===== src/design/bbsc_pkg.sv =====
package bbsc_pkg;

  localparam int MAX_LEN_DEFAULT = 1024;
  localparam int COUNT_W = 20;
  localparam logic [7:0] ZERO_CHAR = 8'd48;
  localparam logic [COUNT_W-1:0] COUNT_MAX = '1;

  // Control that travels with one item from the address stage to the histogram stage.
  typedef struct packed {
    logic valid;
    logic active;    // the item falls within the first MAX_LEN characters
    logic hit;       // the histogram entry was already written in this string
    logic at_zero;   // the new prefix difference is zero
    logic last;
    logic too_long;
  } hist_req_t;

endpackage


===== src/design/bbsc_front.sv =====
module bbsc_front #(
  parameter int MAX_LEN = bbsc_pkg::MAX_LEN_DEFAULT,
  parameter int DIFF_W  = $clog2(MAX_LEN + 1) + 1,
  parameter int ADDR_W  = $clog2(2 * MAX_LEN + 1),
  parameter int LEN_W   = $clog2(MAX_LEN + 1)
) (
  input  logic                clk,
  input  logic                rst,
  input  logic                accept,
  input  logic [7:0]          symbol,
  input  logic                last,
  output bbsc_pkg::hist_req_t req,
  output logic [ADDR_W-1:0]   addr
);
  import bbsc_pkg::*;

  localparam logic signed [ADDR_W:0] OFFSET = (ADDR_W + 1)'(MAX_LEN);
  localparam logic [LEN_W-1:0] LEN_LIMIT = LEN_W'(MAX_LEN);

  logic signed [DIFF_W-1:0] diff;
  logic signed [DIFF_W-1:0] diff_next;
  logic signed [DIFF_W-1:0] lo;
  logic signed [DIFF_W-1:0] hi;
  logic                     seen_any;
  logic [LEN_W-1:0]         length_seen;
  logic                     overflow_seen;
  logic                     room;
  logic                     hit;
  logic signed [ADDR_W:0]   addr_wide;

  // The difference moves by one per character, so every value between the lowest and
  // highest seen in this string has been visited: exactly those entries are current.
  always_comb begin
    room      = length_seen < LEN_LIMIT;
    diff_next = (symbol == ZERO_CHAR) ? diff - DIFF_W'(1) : diff + DIFF_W'(1);
    hit       = seen_any && (diff_next >= lo) && (diff_next <= hi);
    addr_wide = (ADDR_W + 1)'(diff_next) + OFFSET;
    addr      = addr_wide[ADDR_W-1:0];

    req.valid    = accept;
    req.active   = room;
    req.hit      = hit;
    req.at_zero  = (diff_next == '0);
    req.last     = last;
    req.too_long = overflow_seen || !room;
  end

  always_ff @(posedge clk) begin
    if (rst) begin
      diff          <= '0;
      lo            <= '0;
      hi            <= '0;
      seen_any      <= 1'b0;
      length_seen   <= '0;
      overflow_seen <= 1'b0;
    end else if (accept) begin
      if (last) begin
        diff          <= '0;
        seen_any      <= 1'b0;
        length_seen   <= '0;
        overflow_seen <= 1'b0;
      end else if (room) begin
        diff        <= diff_next;
        length_seen <= length_seen + LEN_W'(1);
        seen_any    <= 1'b1;
        if (!seen_any || diff_next < lo) begin
          lo <= diff_next;
        end
        if (!seen_any || diff_next > hi) begin
          hi <= diff_next;
        end
      end else begin
        overflow_seen <= 1'b1;
      end
    end
  end

endmodule


===== config.mk =====
export PLATFORM = sky130hd
export DESIGN_NAME = bbsc_front
export DESIGN_NICKNAME = d
export VERILOG_FILES = /design/src/design/bbsc_pkg.sv /design/src/design/bbsc_front.sv
export SDC_FILE = /design/constraint.sdc
export NUM_CORES = 1
export LEC_CHECK = 0
export ABC_CLOCK_PERIOD_IN_PS = 5200
export BUFFER_PORTS_ARGS = -buffer_cell sky130_fd_sc_hd__buf_2
export CORE_MARGIN = 1.5
export CORE_UTILIZATION = 60
export DETAILED_ROUTE_END_ITERATION = 8
export GPL_TIMING_DRIVEN = 0
export PLACE_DENSITY = 0.8
export SLEW_MARGIN = 20
export SYNTH_ARGS = -nofsm -noshare
export SYNTH_HDL_FRONTEND = slang
export SYNTH_SLANG_ARGS = --single-unit

===== constraint.sdc =====
create_clock -name clk -period 5.2 [get_ports clk]
set_input_delay 0.26 -clock clk [delete_from_list [all_inputs] [get_ports clk]]
set_output_delay 0.26 -clock clk [all_outputs]
set_load 0.02 [all_outputs]

==> results.md <==
- Outcome: completed
- Effective utilization at floorplan: 62.2%
- Critical path fanouts, max: 10
- Count of synthesis-stage warnings from yosys: 0
- Count of state elements after synthesis: between 40 and 50
- Portion of synthesized cell area occupied by the leading cell type: between 20 and 30%
- Total clock sinks: between 40 and 50
- Mean routed wirelength per cell: between 15 and 20 um
- Required @ worst endpoint: about 5 ns
- Maximum vdd drop: 0.172 mV
- Core area: 5510 sq um
- First-pass GRT wire length: roughly 14 mm
- Post-synth cell types: 64
- Cell taking the most area after synthesis: dfxtp_1
- Aggregate global routing overflow: 0
- Largest net degree at the start of global routing: 15
- Max-capacitance violation count: 0
- Synthesized netlist cell count: between 400 and 500
- Clock edge transition at the registers on the reported setup and hold paths: around 0.090 ns
- Crit share post-route: around 94%
- Site row count: 27
- Actual transition at the worst max-transition pin: just under 1 ns
- Share of cells above drive strength 1: between 15 and 20%
- Port buffer count: 27
- Nets: just under 500
- Ratio of total power to cell area: approximately 210 nW/um^2
- Dominant synthesized flop cell: dfxtp_1
- Number of diodes: 0
- Path type of the worst setup path: primary input to output pin
- Critical-path cell list: buf_2 > nor4_1 > nand4_1 > inv_2 > ha_1 > nor2b_1 > o31a_1 > o221a_1 > or3_4 > and2_1 > ha_1 > nand4_1 > nor3_1 > a311oi_2 > mux2_2 > nor2_1 > a21oi_1 > buf_4 > buf_2
- Cell with the biggest individual delay on the critical path: a311oi_2
- Top routing layer used: met4
- Layout Area Growth over Synthesis: 9.98%
- Minimum clock period: a little under 5 ns
- Leading cell type in the layout, fill and taps excluded: dfxtp_1
- Critical Path Source Type: primary input
- Clock latency on the worst-skew pair: about 0.31 ns
- Maximum buffer depth of the clock tree: 2
- Number of antenna violations at the first check in global routing: 0
- Signal arrival time at the worst endpoint: 4.65 ns
- Endpoint type of the worst setup path: output pin
- Count of pins on the block boundary: 30
- Via total after detailed routing: 3184
- FFs w/ async S/R, synth: 0%
- Number of global-route vias before repair: between 2000 and 3000
- CTS root buf: clkbuf_8
- Clock tree from TritonCTS: done
- Post-route met1 wirelength: between 3 and 4 mm
- Total length of routed met2 wires: slightly below 4 mm
- Mapped Nets: between 400 and 500
- Post-DRT Antenna Nets: 0
- Die height: 78.5 um
- Max transition margin: around a third
- Total Neg Setup Slack: 0 ns
- Residual DRC count: 0
- Kind of cell adding the most delay to the critical path: simple AND/OR/NAND/NOR gates
- Combined buffer and inverter count along the critical path: 4
- Number of enable-type register cells in the synthesized netlist: 0
- Estimated wirelength of the detail-placed design: 6.18 mm
- Fin area: 3760 sq um
- Routed length on met3: roughly 560 um
- Htree depth: 2
- Final-report max-slew violation count: 0
- Unrepaired setup endpoints after global routing: false
- Count of final setup violators: 0
- Mapped Avg Cell Area: 8.47 sq um
- Top area cells in the synthesized netlist: dfxtp_1 29%, ha_1 14%, a21oi_1 4.5%, nor2_1 4.3%, inv_1 3.5%
- Number of failing hold endpoints at the final stage: 0
- Total of hold buffers inserted after clock tree synthesis: 0
- Die width: 78.5 um
- TritonRoute pass-1 iters: 6
- Commonest cells after routing, fill and taps aside: 49 x dfxtp_1, 39 x nor2_1, 37 x ha_1, 31 x a21oi_1, 31 x inv_1
- Longest individual stage delay on the worst path: 0.43 ns
- Die area: about 6200 sq um
- DP Area: ~3600 sq um
- Leakage power: 1.68 nW
- Class of the most critical hold timing path: primary input to flop
- Drt first-iter violations: 220
- Part of the Yosys area used for sequential elements: about 29%
- Combined global-route utilization of all metal layers: slightly below 30%
- Vias per inst: a little over 6
- Total wire length after detailed routing: about 8.3 mm
- Max Clk Rate: approximately 200 MHz
- Routability cong.: roughly 0.95
- Total clock buffers created by CTS: 5
- Worst clock skew on the final layout: 0.00655 ns
- Mapped cell area: ~3400 sq um
-- repair_timing --
item                       CTS  global route
setup endpoints to repair    0             1
hold endpoints to repair     0             0
setup buffers                0             0
gates resized for setup      0             3
-- cells by family (layout without fill, tap and decap cells) --
kind of cell,after synthesis,after routing,synth area share [%]
compound gates,115,115,24.0
buf+inv,62,97,8.70
xor+xnor,5,5,1.50
fa+ha+maj,38,38,14.1
simple gates,125,125,19.7
flops,49,49,28.7
mux,10,10,3.33
-- final cells by class --
cell class / count / area, sq um
timing repair buffer: 27 / 135
multi-input combinational: 293 / 2140
clock buffer: 7 / 86.3
buffer: 29 / 174
clock inverter: 1 / 30.0
fill: 453 / 1740
inverter: 33 / 124
sequential: 49 / 981
tap: 72 / 90.1
-- cell usage after synthesis (all sizes together), types with 7 or more instances --
cell type	number
o21ai	12
mux2i	9
clkbuf	12
o21a	7
nand3	9
nor3	9
nor2	40
o31ai	7
inv	33
dfxtp	49
nand2	22
nand4	11
a21oi	31
a211oi	10
a22oi	9
buf	17
ha	37
a311oi	7
-- metrics by stage --
step	power [mW]	util (%)	setup slack (ns)	cells	hold slack, ns
after floorplan	0.488	-	0.849	404	0.429
after global placement	0.516	66.3	0.187	503	0.443
after detailed placement	0.520	66.3	0.124	503	0.455
after CTS	0.802	68.4	0.115	511	0.295
after global routing	0.833	68.4	0.0573	511	0.332
final	0.804	68.4	0.294	511	0.313
-- final timing paths --
path	depth (start not counted)	endpoint	start	slack (ns)
min reg2reg	2	lo[6]	lo[6]	0.47
min	4	overflow_seen	last	0.31
max	19	req[3]	symbol[7]	0.29
max reg2reg	15	hi[1]	diff[0]	0.76
-- flip-flops by register name, indices dropped and copies added, names as in the netlist --
| signal | count |
|---|---|
| diff | 12 |
| hi | 12 |
| lo | 12 |
| length_seen | 11 |
| overflow_seen | 1 |
| seen_any | 1 |
-- where the power goes --
part           leakage (nW)  internal [mW]  total [mW]  switching (mW)
combinational          1.23         0.0476       0.125          0.0770
sequential            0.397          0.383       0.389         0.00621
clock                0.0585          0.157       0.291           0.134
-- worst min-delay path: stages --
cell	delay (ns)
buf_2	0.11
nand2_1	0.06
nand2_1	0.10
nor2_1	0.05
-- per-layer routing --
layer | vias to the layer above | global-route usage (%)
li1 | 1549 | -
met1 | 1505 | 38.2
met2 | 119 | 47.6
met3 | 11 | 3.72
met4 | 0 | 10.9
met5 | - | 0
No activity file was read; power rests on OpenSTA's default activity.
